## src/hdl/vrmv_pkg.sv

```systemverilog
package vrmv_pkg;

  // Field widths.
  localparam int CAL_W  = 12;
  localparam int CODE_W = 16;
  localparam int UV_W   = 32;

  // Conversion constants.
  localparam longint unsigned SUPPLY_REF_UV    = 64'd3000000;
  localparam longint unsigned OVERSAMPLE_SCALE = 64'd16;
  localparam int unsigned     CODE_FULL_SCALE  = 32'd65535;
  localparam int unsigned     CALIBRATION_MAX  = 32'd4095;
  localparam logic [CAL_W-1:0] CAL_RESET       = 12'd1671;

  // Dividend of the supply division is the calibration word times NUM_SCALE.
  localparam longint unsigned NUM_SCALE = SUPPLY_REF_UV * OVERSAMPLE_SCALE;
  localparam longint unsigned NUM_MAX   = NUM_SCALE * CALIBRATION_MAX;
  localparam int NUM_W = $clog2(NUM_MAX + 64'd1);

  // Channel product and the full-scale divisor, which is 2**FS_W - 1.
  localparam int PROD_W = CODE_W + UV_W;
  localparam int FS_W   = 16;
  localparam int Y_W    = PROD_W + 2 * FS_W + 1;

  // Operand stage, one stage per quotient bit, three channel stages.
  localparam int PIPE_LAT = 1 + NUM_W + 3;

  typedef logic [CAL_W-1:0] cal_t;

  typedef enum logic [1:0] {
    STATUS_OK       = 2'd0,
    STATUS_INVALID  = 2'd1,
    STATUS_OVERFLOW = 2'd2
  } status_t;

  typedef struct packed {
    logic [CODE_W-1:0] reference_code;
    logic [CODE_W-1:0] channel_code;
  } in_item_t;

  typedef struct packed {
    logic [UV_W-1:0] supply_microvolts;
    logic [UV_W-1:0] channel_microvolts;
    status_t         result_status;
  } out_item_t;

  // Sideband that rides along the divider.
  typedef struct packed {
    logic              arg_invalid;
    logic [CODE_W-1:0] channel_code;
  } div_tag_t;

  typedef struct packed {
    logic [NUM_W-1:0]  numerator;
    logic [CODE_W-1:0] divisor;
    div_tag_t          tag;
  } div_op_t;

endpackage

```

## src/hdl/vrmv_num.sv

```systemverilog
module vrmv_num (
  input  logic              clk,
  input  logic              rst_n,
  input  logic              in_valid,
  input  vrmv_pkg::in_item_t in_item,
  input  vrmv_pkg::cal_t    cal,
  output logic              op_valid,
  output vrmv_pkg::div_op_t op
);
  import vrmv_pkg::*;

  logic    op_valid_r;
  logic    op_valid_nxt;
  div_op_t op_r;
  div_op_t op_nxt;
  logic    cal_bad;
  logic    ref_bad;

  always_comb begin
    cal_bad = (cal == '0) || (32'(cal) > CALIBRATION_MAX);
    ref_bad = (in_item.reference_code == '0) ||
              (32'(in_item.reference_code) > CODE_FULL_SCALE);
    op_valid_nxt          = in_valid;
    op_nxt.numerator      = NUM_W'(cal) * NUM_W'(NUM_SCALE);
    op_nxt.divisor        = in_item.reference_code;
    op_nxt.tag.arg_invalid  = cal_bad || ref_bad;
    op_nxt.tag.channel_code = in_item.channel_code;
  end

  always_ff @(posedge clk) begin
    if (!rst_n) begin
      op_valid_r <= 1'b0;
    end else begin
      op_valid_r <= op_valid_nxt;
    end
  end

  always_ff @(posedge clk) begin
    op_r <= op_nxt;
  end

  assign op_valid = op_valid_r;
  assign op       = op_r;

endmodule

```

## config.mk

```make
export PLATFORM = sky130hd
export DESIGN_NAME = vrmv_num
export DESIGN_NICKNAME = d
export VERILOG_FILES = /design/src/hdl/vrmv_pkg.sv /design/src/hdl/vrmv_num.sv
export SDC_FILE = /design/constraint.sdc
export NUM_CORES = 1
export LEC_CHECK = 0
export BUFFER_PORTS_ARGS = -buffer_cell sky130_fd_sc_hd__buf_4
export CORE_UTILIZATION = 25
export DETAILED_ROUTE_END_ITERATION = 8
export PLACE_DENSITY = 0.52
export SETUP_SLACK_MARGIN = 0.15
export SYNTH_ARGS = -nofsm -noshare
export SYNTH_HDL_FRONTEND = slang
export SYNTH_SLANG_ARGS = --single-unit
```

## constraint.sdc

```tcl
create_clock -name clk -period 5 [get_ports clk]
set_input_delay 1 -clock clk [delete_from_list [all_inputs] [get_ports clk]]
set_output_delay 1 -clock clk [all_outputs]
set_load 0.02 [all_outputs]
```

## Word level (Yosys, flattened, before mapping)

Cells that the tools add are included.

- Bits in registers: 62
- Input port bits: 47
- Output and inout port bits: 72
- Word-level logic and storage cells: 9

- Multiply operators: 1
- Reductions and logical operators: 3

Operators with widths:

| cell | number |
|---|---|
| $mul 12x16->28 const B | 1 |
| $logic_not 16->1 | 1 |
| $logic_not 12->1 | 1 |
| $logic_or 1x1->1 | 1 |

## Depth between registers and ports, before layout

Gate-level depths: netlist (run 1).

- Word-level depth: 2
- Depth in mapped cells: 19
- Gate-level depth less buffers: 18

## Worst setup path before layout (run 1)

No wires, ideal clock.

- Kind: input to register
- From: input port cal[9]
- To: register op_r, in the netlist op[63]
- Setup time: 0.127 ns
- Arrival: 4.892 ns
- Required time: 4.873 ns
- Setup slack: -0.019 ns
- Stages: 17
- Path buffers: 1
- Cells stage by stage: ha_1 inv_1 fa_1 inv_1 fa_1 fa_1 inv_1 fa_1 inv_1 ha_1 buf_4 a21oi_1 a21oi_1 o21ai_0 and3b_1 o21ai_0 xor2_1

RTL lines:

| element | line | RTL |
|---|---|---|
| start, declared | vrmv_num.sv:6 | `input vrmv_pkg::cal_t cal,` |
| end signal, assigned | vrmv_num.sv:39 | `op_r <= op_nxt;` |
| end, declared | vrmv_num.sv:14 | `div_op_t op_r;` |

==> impl_metrics.xml, run 1 <==
<?xml version="1.0" encoding="UTF-8"?>
<metrics>
  <group name="run_status">
    <metric name="run_status" unit="">finished, final reports clean</metric>
  </group>
  <group name="finish">
    <metric name="stdcell_area" unit="mm^2">0.00782</metric>
    <metric name="syn2layout_area_growth" unit="%">42.5</metric>
    <metric name="num-nets-final" unit="">957</metric>
    <metric name="diodes" unit="">0</metric>
    <metric name="n_fill_cell" unit="">2171</metric>
    <metric name="layout-drive-gt1-share" unit="%">35.0</metric>
  </group>
  <group name="setup_path">
    <metric name="critPathMaxStageDelay" unit="ns">0.55</metric>
    <metric name="cpLargestDelayFamily" unit="">adder cells</metric>
    <metric name="cp_cell_sequence" unit="">buf_6 &gt; ha_4 &gt; inv_4 &gt; fa_2 &gt; inv_2 &gt; fa_2 &gt; fa_1 &gt; inv_1 &gt; fa_1 &gt; inv_2 &gt; ha_4 &gt; nand4_1 &gt; nor2_2 &gt; o21ai_2 &gt; and3b_2 &gt; or2_1 &gt; a311oi_2</metric>
    <metric name="crit_path_max_fanout" unit="">5</metric>
    <metric name="critPathArrivalTime" unit="ns">5.11</metric>
    <metric name="path_depth" unit="">17</metric>
    <metric name="timing.setup.critical_path_class" unit="">input port to flip-flop</metric>
    <metric name="end_kind" unit="">flip-flop</metric>
    <metric name="critical-path-slowest-cell" unit="">sky130_fd_sc_hd__fa_2</metric>
    <metric name="worst_setup_path_startpoint" unit="">cal[9]</metric>
    <metric name="critPathBufInv" unit="">5</metric>
    <metric name="worst_ep_required_time" unit="ns">5.22</metric>
    <metric name="critical_path.endpoint" unit="">op[67]</metric>
    <metric name="critPathLaunchType" unit="">input port</metric>
  </group>
  <group name="detailed_routing">
    <metric name="initialDrtViolationCount" unit="">150</metric>
    <metric name="drt-vias-per-instance" unit="">4.18</metric>
    <metric name="routedWlPerCell" unit="um">13.2</metric>
    <metric name="drt.antenna.violating_nets" unit="">0</metric>
    <metric name="finalWirelength" unit="um">13600</metric>
    <metric name="detailroute.via_count" unit="">4321</metric>
    <metric name="first_pass_iters" unit="">4</metric>
    <metric name="drt_drc_violations_left" unit="">0</metric>
  </group>
  <group name="logic_synthesis">
    <metric name="yosys.cell_types.count" unit="">46</metric>
    <metric name="post-synth-top-area-cell" unit="">sky130_fd_sc_hd__fa_1</metric>
    <metric name="netlist_area" unit="mm^2">0.00549</metric>
    <metric name="synth.yosys.seq_area_share" unit="%">22.6</metric>
    <metric name="synth_enable_flop_cells" unit="">0</metric>
    <metric name="netlist_top_cells_count" unit="">sky130_fd_sc_hd__inv_1 (152), sky130_fd_sc_hd__ha_1 (91), sky130_fd_sc_hd__fa_1 (65), sky130_fd_sc_hd__dfxtp_1 (62), sky130_fd_sc_hd__a21oi_1 (24)</metric>
    <metric name="synthFlopType" unit="">sky130_fd_sc_hd__dfxtp_1</metric>
    <metric name="post_synth_main_area_contributors" unit="">sky130_fd_sc_hd__fa_1 (24%), sky130_fd_sc_hd__dfxtp_1 (23%), sky130_fd_sc_hd__ha_1 (21%)</metric>
    <metric name="post-synth-top-count-cell" unit="">sky130_fd_sc_hd__inv_1</metric>
    <metric name="share_of_flip_flops_with_an_asynchronous_set_or_reset_after_synthesis" unit="%">0</metric>
    <metric name="syn-instance-count" unit="">562</metric>
    <metric name="yosysWarnings" unit="">0</metric>
    <metric name="synth_top_area_share" unit="%">23.7</metric>
    <metric name="postSynthRegisterBits" unit="">62</metric>
    <metric name="synthesis.area_per_instance" unit="um^2">9.76</metric>
  </group>
  <group name="place">
    <metric name="hpwl" unit="um">11700</metric>
    <metric name="weighted_congestion_at_the_end_of_routability_driven_global_placement" unit="">0.841</metric>
    <metric name="place_area" unit="mm^2">0.00716</metric>
    <metric name="place.port_buffers" unit="">108</metric>
    <metric name="pre_cts_slack" unit="ns">-0.426</metric>
  </group>
  <group name="power">
    <metric name="max-vdd-ir-drop" unit="mV">0.367</metric>
    <metric name="cellPowerDensity" unit="mW/mm^2">737</metric>
    <metric name="cellLeakagePower" unit="uW">0.00402</metric>
  </group>
  <group name="timing">
    <metric name="rsz_0062_raised_after_global_routing" unit="">true</metric>
    <metric name="fmaxAchievable" unit="MHz">205</metric>
    <metric name="drv_slew" unit="">0</metric>
    <metric name="layout_min_cycle_time" unit="ns">4.88</metric>
    <metric name="fin_hold_viols" unit="">0</metric>
    <metric name="post-route-worst-setup-slack" unit="ns">0.117</metric>
    <metric name="setup-violations-final" unit="">0</metric>
    <metric name="min_period_over_period" unit="%">97.7</metric>
  </group>
  <group name="floorplanning">
    <metric name="die_h" unit="um">150</metric>
    <metric name="top_level_ports" unit="">119</metric>
    <metric name="die_area" unit="mm^2">0.0225</metric>
    <metric name="floorplan.core_area" unit="mm^2">0.0213</metric>
    <metric name="die_w" unit="um">150</metric>
    <metric name="core.rowCount" unit="">53</metric>
    <metric name="start_util" unit="%">25.8</metric>
  </group>
  <group name="grt">
    <metric name="gr-usage-all-layers" unit="%">12.9</metric>
    <metric name="grt_start_max_net_pins" unit="">11</metric>
    <metric name="grt-ovfl-total" unit="">0</metric>
    <metric name="grt_pass1_vias" unit="">4436</metric>
    <metric name="grt_pass1_wl" unit="um">22100</metric>
    <metric name="antenna_violations_before_repair" unit="">0</metric>
  </group>
  <group name="cts">
    <metric name="cts.reportedPaths.clkPinSlew" unit="ns">0.05</metric>
    <metric name="cts_tree" unit="">built</metric>
    <metric name="clock_tree.buffer_depth" unit="">2</metric>
    <metric name="root_buffer" unit="">sky130_fd_sc_hd__clkbuf_16</metric>
    <metric name="cts_buffers" unit="">9</metric>
    <metric name="clock_sinks" unit="">62</metric>
    <metric name="number_of_h_tree_levels" unit="">3</metric>
  </group>
  <group name="run">
    <metric name="max-cap-violations" unit="">0</metric>
  </group>
  <group name="worst_hold_path">
    <metric name="holdCritPathClass" unit="">input port to flip-flop</metric>
  </group>
</metrics>
-- cells in the final DEF (no fill, tap or decap), types with 3 or more instances in the layout --
master | synthesis | layout
sky130_fd_sc_hd__ha_2 | 0 | 6
sky130_fd_sc_hd__o21ai_0 | 14 | 11
sky130_fd_sc_hd__nor4_1 | 5 | 5
sky130_fd_sc_hd__a21o_1 | 9 | 9
sky130_fd_sc_hd__o211ai_1 | 4 | 4
sky130_fd_sc_hd__clkbuf_16 | 0 | 9
sky130_fd_sc_hd__a21oi_1 | 24 | 19
sky130_fd_sc_hd__nand2_1 | 13 | 13
sky130_fd_sc_hd__nand4_1 | 12 | 12
sky130_fd_sc_hd__xor2_1 | 8 | 7
sky130_fd_sc_hd__clkinv_2 | 0 | 3
sky130_fd_sc_hd__ha_1 | 91 | 73
sky130_fd_sc_hd__a21oi_2 | 0 | 4
sky130_fd_sc_hd__inv_1 | 152 | 142
sky130_fd_sc_hd__nor2_1 | 15 | 13
sky130_fd_sc_hd__o21a_1 | 4 | 4
sky130_fd_sc_hd__xnor2_1 | 16 | 14
sky130_fd_sc_hd__inv_2 | 0 | 7
sky130_fd_sc_hd__ha_4 | 0 | 12
sky130_fd_sc_hd__fa_1 | 65 | 63
sky130_fd_sc_hd__o21ai_1 | 2 | 3
sky130_fd_sc_hd__inv_4 | 0 | 3
sky130_fd_sc_hd__nand3_1 | 9 | 7
sky130_fd_sc_hd__o21ai_2 | 3 | 3
sky130_fd_sc_hd__buf_4 | 13 | 186
sky130_fd_sc_hd__dfxtp_1 | 62 | 62
sky130_fd_sc_hd__buf_6 | 2 | 4
sky130_fd_sc_hd__conb_1 | 1 | 10
-- how the worst min path moves through the flow --
stage | slack, ns | cells past startpoint | endpoint | from
4_1_cts | 0.75 | 1 | op[2] | in_item[2]
5_1_grt | 0.75 | 1 | op[3] | in_item[3]
2_1_floorplan | 1.03 | 0 | op[0] | in_item[0]
6_report | 0.77 | 1 | op[1] | in_item[1]
3_5_place_dp | 1.11 | 1 | op[10] | in_item[10]
3_3_place_gp | 1.10 | 1 | op[14] | in_item[14]
-- power breakdown --
| part | internal [uW] | total, uW | switching [uW] |
|---|---|---|---|
| clock network | 410 | 632 | 222 |
| logic | 2150 | 4440 | 2290 |
| registers | 654 | 689 | 35.0 |
-- cell type report --
type                            instances  area (um^2)  area share, %
Sequential cell                        62         1240           15.9
Inverter                              152          578           7.40
Timing Repair Buffer                  192         1480           18.9
Multi-Input combinational cell        337         3870           49.6
Clock inverter                          4         45.0          0.576
Tap cell                              275          344           4.40
Clock buffer                           12          256           3.28
-- routing by layer --
| metal | vias to the layer above | share of wire, % | track usage (%) |
|---|---|---|---|
| li1 | 2139 | - | - |
| met1 | 2051 | 46 | 16.2 |
| met2 | 120 | 48 | 22.3 |
| met3 | 11 | 5.4 | 2.70 |
| met4 | 0 | 1.3 | 3.28 |
| met5 | - | 0 | 0 |
-- state kept, by name, summed over array words and instances (netlist names) --
signal	flops
op_valid	1
op	61
-- stage by stage --
stage / hold WS, ns / cells / setup TNS [ns] / total power [uW] / util [%]
floorplan: 1.03 / 571 / 0 / 3180 / -
global placement: 1.10 / 1010 / -3.30 / 4650 / 33.6
detailed placement: 1.11 / 1010 / -3.08 / 4640 / 33.6
CTS: 0.745 / 1030 / 0 / 5520 / 35.9
global route: 0.748 / 1034 / -0.0145 / 6370 / 36.7
finish: 0.769 / 1034 / 0 / 5760 / 36.7
-- cell families after synthesis --
family | share of synthesized area [%]
xor gates and xnor gates | 3.83
adders and majority gates | 44.5
buffers and inverters | 13.1
other | 0.0683
and+or+nand+nor | 6.57
DFF | 22.6
AOI/OAI and AO/OA | 9.30
-- what timing repair did --
action / CTS / global route
buffers inserted: 4 / 4
pin swaps: 22 / 16
resized for setup: 32 / 31
hold buffers: 0 / 0
endpoints found under the setup margin: 8 / 12
No activity file was read; power rests on OpenSTA's default activity.
==> run 2, diff against run 1 <==
REMOVE_ABC_BUFFERS = 1   (was unset)
clock period = 3.9 ns   (was 5 ns; I/O delays follow)
==> impl_metrics.xml, run 2 (synthesized netlist as in run 1, its figures left out) <==
<?xml version="1.0" encoding="UTF-8"?>
<metrics>
  <group name="grt">
    <metric name="grt_pass1_vias" unit="">4733</metric>
    <metric name="gr-usage-all-layers" unit="%">13.5</metric>
    <metric name="grt_start_max_net_pins" unit="">11</metric>
    <metric name="grt-ovfl-total" unit="">0</metric>
    <metric name="antenna_violations_before_repair" unit="">0</metric>
    <metric name="grt_pass1_wl" unit="um">23200</metric>
  </group>
  <group name="finish">
    <metric name="largest_register_ffs" unit="">61</metric>
    <metric name="syn2layout_area_growth" unit="%">60.1</metric>
    <metric name="stdcell_area" unit="mm^2">0.00878</metric>
    <metric name="layout_common_cells" unit="">sky130_fd_sc_hd__buf_4 (235), sky130_fd_sc_hd__inv_1 (118), sky130_fd_sc_hd__fa_1 (62), sky130_fd_sc_hd__dfxtp_1 (62), sky130_fd_sc_hd__ha_1 (55)</metric>
    <metric name="mostFrequentLayoutCell" unit="">sky130_fd_sc_hd__buf_4</metric>
    <metric name="layout-drive-gt1-share" unit="%">48.1</metric>
    <metric name="diodes" unit="">0</metric>
    <metric name="num-nets-final" unit="">1024</metric>
  </group>
  <group name="cts">
    <metric name="cts.reportedPaths.clkPinSlew" unit="ns">0.05</metric>
    <metric name="cts_tree" unit="">built</metric>
    <metric name="cts_buffers" unit="">9</metric>
    <metric name="clock_tree.buffer_depth" unit="">2</metric>
    <metric name="number_of_h_tree_levels" unit="">3</metric>
    <metric name="root_buffer" unit="">sky130_fd_sc_hd__clkbuf_16</metric>
    <metric name="clock_sinks" unit="">62</metric>
  </group>
  <group name="power">
    <metric name="cellLeakagePower" unit="uW">0.00437</metric>
    <metric name="switching_fraction_of_total_power" unit="%">41.5</metric>
    <metric name="switchingPower" unit="uW">3620</metric>
    <metric name="max-vdd-ir-drop" unit="mV">0.471</metric>
    <metric name="part_of_the_power_in_registers" unit="%">10.1</metric>
    <metric name="p_comb_share" unit="%">80.5</metric>
    <metric name="p_total" unit="uW">8700</metric>
    <metric name="pwr-share-clk" unit="%">9.4</metric>
    <metric name="intPower" unit="uW">5090</metric>
    <metric name="cellPowerDensity" unit="mW/mm^2">991</metric>
  </group>
  <group name="timing">
    <metric name="post-route-worst-setup-slack" unit="ns">-0.529</metric>
    <metric name="worstMarginPinSlew" unit="ns">0.499</metric>
    <metric name="rsz_0062_raised_after_global_routing" unit="">true</metric>
    <metric name="drv_slew" unit="">0</metric>
    <metric name="fin_hold_viols" unit="">0</metric>
    <metric name="min_period_over_period" unit="%">114</metric>
    <metric name="setup-violations-final" unit="">18</metric>
    <metric name="worst_slew_margin" unit="%">66.4</metric>
    <metric name="holdWs" unit="ns">0.552</metric>
    <metric name="fmaxAchievable" unit="MHz">226</metric>
    <metric name="layout_min_cycle_time" unit="ns">4.43</metric>
  </group>
  <group name="setup_path">
    <metric name="cp_cell_sequence" unit="">buf_6 &gt; ha_4 &gt; inv_2 &gt; fa_2 &gt; inv_2 &gt; fa_1 &gt; fa_1 &gt; inv_1 &gt; fa_1 &gt; inv_2 &gt; ha_4 &gt; nand4_1 &gt; nor2_2 &gt; o21ai_2 &gt; and3b_2 &gt; or2_1 &gt; a311oi_2</metric>
    <metric name="cpLargestDelayFamily" unit="">adder cells</metric>
    <metric name="critPathMaxStageDelay" unit="ns">0.52</metric>
    <metric name="critical-path-slowest-cell" unit="">sky130_fd_sc_hd__fa_2</metric>
    <metric name="critPathBufInv" unit="">5</metric>
    <metric name="timing.setup.critical_path_class" unit="">input port to flip-flop</metric>
    <metric name="critPathArrivalTime" unit="ns">4.67</metric>
    <metric name="end_kind" unit="">flip-flop</metric>
    <metric name="crit_path_max_fanout" unit="">5</metric>
    <metric name="worst_ep_required_time" unit="ns">4.14</metric>
    <metric name="critPathLaunchType" unit="">input port</metric>
  </group>
  <group name="detailed_routing">
    <metric name="detailroute.via_count" unit="">4480</metric>
    <metric name="initialDrtViolationCount" unit="">180</metric>
    <metric name="drt-vias-per-instance" unit="">4.07</metric>
    <metric name="finalWirelength" unit="um">14300</metric>
    <metric name="drt_drc_violations_left" unit="">0</metric>
    <metric name="routedWlPerCell" unit="um">13.0</metric>
    <metric name="drt.antenna.violating_nets" unit="">0</metric>
    <metric name="first_pass_iters" unit="">4</metric>
  </group>
  <group name="worst_hold_path">
    <metric name="holdCritPathClass" unit="">input port to flip-flop</metric>
    <metric name="worstHoldPathCells" unit="">1</metric>
    <metric name="min-delay-start" unit="">in_item[4]</metric>
    <metric name="min_delay_worst_endpoint" unit="">op[4]</metric>
  </group>
  <group name="floorplanning">
    <metric name="start_util" unit="%">25.8</metric>
    <metric name="floorplan.core_area" unit="mm^2">0.0213</metric>
    <metric name="core.rowCount" unit="">53</metric>
    <metric name="die_w" unit="um">150</metric>
    <metric name="die_area" unit="mm^2">0.0225</metric>
    <metric name="top_level_ports" unit="">119</metric>
    <metric name="die_h" unit="um">150</metric>
  </group>
  <group name="place">
    <metric name="weighted_congestion_at_the_end_of_routability_driven_global_placement" unit="">0.873</metric>
    <metric name="place.port_buffers" unit="">108</metric>
    <metric name="place_area" unit="mm^2">0.00751</metric>
    <metric name="hpwl" unit="um">12100</metric>
  </group>
  <group name="run_status">
    <metric name="run_status" unit="">finished, violations left</metric>
    <metric name="violations" unit="">negative setup slack</metric>
  </group>
  <group name="run">
    <metric name="max-cap-violations" unit="">0</metric>
  </group>
</metrics>
-- run 2: cell types whose count changed in the layout (fill, tap and decap cells not counted), sizes merged --
cell,delta
buf,+67
clkinv,-2
clkinvlp,+1
-- run 2: timing repair --
action / CTS / global route
pin swaps: 102 / 28
hold buffers: 0 / 0
setup endpoints to repair: 20 / 18
buffers inserted: 20 / 2
gates resized for setup: 159 / 16
-- run 2: through the flow --
stage / setup TNS (ns) / instances / setup WS (ns) / util [%]
final: -6.14 / 1100 / -0.529 / 41.3
after detailed placement: -19.11 / 1063 / -1.22 / 35.3
after global placement: -18.18 / 1063 / -1.14 / 35.3
after CTS: -6.09 / 1098 / -0.511 / 40.9
after global routing: -8.91 / 1100 / -0.703 / 41.3
after floorplan: -11.98 / 551 / -0.892 / -
-- run 2: per-layer routing --
metal / up-vias / global-route usage, % / routed length, um
li1: 2276 / - / -
met1: 2083 / 15.8 / 6320
met2: 107 / 25.0 / 7190
met3: 14 / 2.09 / 583
met4: 0 / 4.19 / 244
met5: - / 0 / 0
-- run 2: power groups by stage --
stage	sequential, uW	combinational [uW]	clock [uW]
after global routing	897	7710	873
after global placement	899	5360	0
final	881	7010	815
after detailed placement	898	5380	0
after CTS	886	6810	849
after floorplan	1080	2820	0
-- run 2: how the worst max path moves through the flow --
stage / startpoint / end / slack, ns / depth (start not counted)
2_1_floorplan: cal[9] / op[67] / -0.89 / 16
3_3_place_gp: cal[9] / op[66] / -1.14 / 17
3_5_place_dp: cal[10] / op[66] / -1.22 / 18
4_1_cts: cal[4] / op[62] / -0.51 / 17
5_1_grt: cal[4] / op[66] / -0.70 / 17
6_report: cal[9] / op[67] / -0.53 / 17
-- run 2: cell type report --
type / instances / area, um^2
inverters: 152 / 583
repair buffers: 259 / 2070
fillers: 2080 / 12500
multi-input cells: 337 / 4240
clock inverters: 3 / 42.5
clock buffers: 12 / 267
flip-flops and latches: 62 / 1240
well taps: 275 / 344
==> run 3, diff against run 2 <==
ABC_AREA = 1   (was unset)
==> impl_metrics.xml, run 3 <==
<?xml version="1.0" encoding="UTF-8"?>
<metrics>
  <group name="floorplanning">
    <metric name="die_area" unit="mm^2">0.0242</metric>
    <metric name="die_w" unit="um">156</metric>
    <metric name="die_h" unit="um">156</metric>
    <metric name="floorplan.core_area" unit="mm^2">0.0228</metric>
    <metric name="start_util" unit="%">25.8</metric>
    <metric name="top_level_ports" unit="">119</metric>
    <metric name="core.rowCount" unit="">55</metric>
  </group>
  <group name="place">
    <metric name="placedCellCount" unit="">1245</metric>
    <metric name="place.port_buffers" unit="">108</metric>
    <metric name="weighted_congestion_at_the_end_of_routability_driven_global_placement" unit="">0.858</metric>
    <metric name="pre_cts_slack" unit="ns">-1.03</metric>
    <metric name="hpwl" unit="um">13100</metric>
  </group>
  <group name="finish">
    <metric name="layout_common_cells" unit="">sky130_fd_sc_hd__buf_4 (193), sky130_fd_sc_hd__inv_1 (182), sky130_fd_sc_hd__nand2_1 (114)</metric>
    <metric name="mostFrequentLayoutCell" unit="">sky130_fd_sc_hd__buf_4</metric>
    <metric name="syn2layout_area_growth" unit="%">56.5</metric>
    <metric name="largest_register_ffs" unit="">61</metric>
    <metric name="fin_cells" unit="">1276</metric>
    <metric name="diodes" unit="">0</metric>
    <metric name="num-nets-final" unit="">1162</metric>
    <metric name="layout-drive-gt1-share" unit="%">44.3</metric>
  </group>
  <group name="logic_synthesis">
    <metric name="synth_top_area_share" unit="%">22.1</metric>
    <metric name="netlist_top_cells_count" unit="">sky130_fd_sc_hd__inv_1 (228), sky130_fd_sc_hd__nand2_1 (165), sky130_fd_sc_hd__ha_1 (91), sky130_fd_sc_hd__fa_1 (65), sky130_fd_sc_hd__dfxtp_1 (62)</metric>
    <metric name="syn-instance-count" unit="">733</metric>
    <metric name="synth_enable_flop_cells" unit="">0</metric>
    <metric name="netlist_area" unit="mm^2">0.00589</metric>
    <metric name="yosysWarnings" unit="">0</metric>
    <metric name="share_of_flip_flops_with_an_asynchronous_set_or_reset_after_synthesis" unit="%">0</metric>
    <metric name="postSynthRegisterBits" unit="">62</metric>
    <metric name="post-synth-top-count-cell" unit="">sky130_fd_sc_hd__inv_1</metric>
    <metric name="post-synth-top-area-cell" unit="">sky130_fd_sc_hd__fa_1</metric>
    <metric name="synthFlopType" unit="">sky130_fd_sc_hd__dfxtp_1</metric>
    <metric name="post_synth_main_area_contributors" unit="">sky130_fd_sc_hd__fa_1 (22%), sky130_fd_sc_hd__dfxtp_1 (21%), sky130_fd_sc_hd__ha_1 (19%)</metric>
    <metric name="yosys.cell_types.count" unit="">25</metric>
    <metric name="synth.yosys.seq_area_share" unit="%">21.1</metric>
    <metric name="synthesis.area_per_instance" unit="um^2">8.04</metric>
  </group>
  <group name="setup_path">
    <metric name="end_kind" unit="">flip-flop</metric>
    <metric name="timing.setup.critical_path_class" unit="">input port to flip-flop</metric>
    <metric name="critical-path-slowest-cell" unit="">sky130_fd_sc_hd__fa_1</metric>
    <metric name="critPathBufInv" unit="">6</metric>
    <metric name="cpLargestDelayFamily" unit="">adder cells</metric>
    <metric name="critPathLaunchType" unit="">input port</metric>
    <metric name="crit_path_max_fanout" unit="">4</metric>
    <metric name="cp_cell_sequence" unit="">buf_6 &gt; buf_8 &gt; ha_4 &gt; buf_4 &gt; fa_1 &gt; inv_1 &gt; fa_1 &gt; inv_1 &gt; fa_1 &gt; ha_4 &gt; ha_4 &gt; nand2_2 &gt; inv_1 &gt; nand2_2 &gt; nor2_4 &gt; nand3b_1 &gt; nand4_1 &gt; nand2_1</metric>
    <metric name="critPathMaxStageDelay" unit="ns">0.58</metric>
    <metric name="worst_ep_required_time" unit="ns">4.13</metric>
    <metric name="critPathArrivalTime" unit="ns">4.34</metric>
  </group>
  <group name="cts">
    <metric name="number_of_h_tree_levels" unit="">3</metric>
    <metric name="root_buffer" unit="">sky130_fd_sc_hd__clkbuf_16</metric>
    <metric name="cts_tree" unit="">built</metric>
    <metric name="clock_tree.buffer_depth" unit="">2</metric>
    <metric name="hold_fix_buffer_count_after_cts" unit="">0</metric>
    <metric name="clock_sinks" unit="">62</metric>
    <metric name="cts.reportedPaths.clkPinSlew" unit="ns">0.06</metric>
    <metric name="cts_buffers" unit="">9</metric>
  </group>
  <group name="timing">
    <metric name="fin_hold_viols" unit="">0</metric>
    <metric name="min_period_over_period" unit="%">105</metric>
    <metric name="fmaxAchievable" unit="MHz">243</metric>
    <metric name="drv_slew" unit="">0</metric>
    <metric name="rsz_0062_raised_after_global_routing" unit="">true</metric>
    <metric name="post-route-worst-setup-slack" unit="ns">-0.212</metric>
    <metric name="setup-violations-final" unit="">16</metric>
    <metric name="layout_min_cycle_time" unit="ns">4.11</metric>
  </group>
  <group name="detailed_routing">
    <metric name="drt.antenna.violating_nets" unit="">0</metric>
    <metric name="first_pass_iters" unit="">4</metric>
    <metric name="drt-vias-per-instance" unit="">3.88</metric>
    <metric name="finalWirelength" unit="um">15800</metric>
    <metric name="drt_drc_violations_left" unit="">0</metric>
    <metric name="routedWlPerCell" unit="um">12.4</metric>
    <metric name="initialDrtViolationCount" unit="">185</metric>
    <metric name="detailroute.via_count" unit="">4952</metric>
  </group>
  <group name="run_status">
    <metric name="run_status" unit="">finished, violations left</metric>
    <metric name="violations" unit="">negative setup slack</metric>
  </group>
  <group name="worst_hold_path">
    <metric name="min_delay_worst_endpoint" unit="">op[12]</metric>
    <metric name="holdCritPathClass" unit="">input port to flip-flop</metric>
    <metric name="worstHoldPathCells" unit="">1</metric>
    <metric name="min-delay-start" unit="">in_item[12]</metric>
  </group>
  <group name="grt">
    <metric name="gr-usage-all-layers" unit="%">14.0</metric>
    <metric name="grt_pass1_vias" unit="">5227</metric>
    <metric name="antenna_violations_before_repair" unit="">0</metric>
    <metric name="grt_start_max_net_pins" unit="">11</metric>
    <metric name="grt-ovfl-total" unit="">0</metric>
    <metric name="grt_pass1_wl" unit="um">25800</metric>
  </group>
  <group name="power">
    <metric name="cellLeakagePower" unit="uW">0.00484</metric>
    <metric name="max-vdd-ir-drop" unit="mV">0.535</metric>
    <metric name="cellPowerDensity" unit="mW/mm^2">968</metric>
  </group>
  <group name="run">
    <metric name="max-cap-violations" unit="">0</metric>
  </group>
</metrics>
## run 3: cell count changes after synthesis, moves of 7 or more
cell | previous run | this run
sky130_fd_sc_hd__inv_1 | 152 | 228
sky130_fd_sc_hd__o21ai_0 | 14 | 1
sky130_fd_sc_hd__xnor2_1 | 16 | 3
sky130_fd_sc_hd__nor2_1 | 15 | 23
sky130_fd_sc_hd__a21o_1 | 9 | 0
sky130_fd_sc_hd__a21oi_1 | 24 | 15
sky130_fd_sc_hd__nand2_1 | 13 | 165
sky130_fd_sc_hd__nand3_1 | 9 | 23
sky130_fd_sc_hd__xor2_1 | 8 | 15
## run 3: cell type report
class / instances / area, um^2
well taps: 313 / 392
clock buffers: 11 / 253
multi-input cells: 442 / 4690
repair buffers: 216 / 1750
fillers: 2343 / 13600
clock inverters: 4 / 22.5
inverters: 228 / 873
flip-flops and latches: 62 / 1240
## run 3: through the flow
| stage | instance area (um^2) | setup TNS, ns | total power [uW] | hold WS (ns) | util, % |
|---|---|---|---|---|---|
| after floorplan | 5850 | -7.89 | 4150 | 0.808 | - |
| after CTS | 8810 | -2.05 | 8330 | 0.523 | 38.6 |
| after global placement | 7740 | -17.11 | 6110 | 0.885 | 33.9 |
| after detailed placement | 7740 | -17.52 | 6120 | 0.886 | 33.9 |
| final | 9220 | -1.92 | 8920 | 0.541 | 40.4 |
| after global routing | 9220 | -4.51 | 9790 | 0.525 | 40.4 |
## run 3: cell families (layout without fill, tap and decap cells)
logic type | count (synthesis) | in the layout | synth area share [%]
AOI/OAI and AO/OA | 17 | 17 | 1.51
adders and majority gates | 156 | 156 | 41.4
DFF | 62 | 62 | 21.1
xor gates and xnor gates | 18 | 18 | 2.68
and+or+nand+nor | 241 | 241 | 17.5
buffers and inverters | 238 | 459 | 15.8
other | 1 | 10 | 0.0636
## run 3: report_power, final
| part | switching, uW | internal, uW |
|---|---|---|
| combinational | 4010 | 3280 |
| sequential | 44.6 | 834 |
| clock | 293 | 457 |
| total | 4350 | 4570 |
## run 3: per-layer routing
layer / routed length (um) / track usage (%) / part of all wire, % / up-vias
met4: 329 / 5.18 / 2.1 / 0
met3: 526 / 2.12 / 3.3 / 18
li1: - / - / - / 2572
met1: 7030 / 17.1 / 44 / 2284
met5: 0 / 0 / 0 / -
met2: 7950 / 24.6 / 50 / 78
## run 3: what timing repair did
item	CTS	global route
buffers inserted	12	4
setup endpoints to repair	21	21
pin swaps	88	65
resized for setup	150	106
cloned	0	0
## run 3: worst max-delay path by stage
stage	endpoint	startpoint	depth (start not counted)	slack, ns
2_1_floorplan	op[64]	cal[9]	20	-0.54
3_3_place_gp	op[66]	cal[10]	20	-1.02
3_5_place_dp	op[66]	cal[10]	20	-1.03
4_1_cts	op[66]	cal[7]	19	-0.20
5_1_grt	op[67]	cal[10]	20	-0.34
6_report	op[66]	cal[6]	18	-0.21
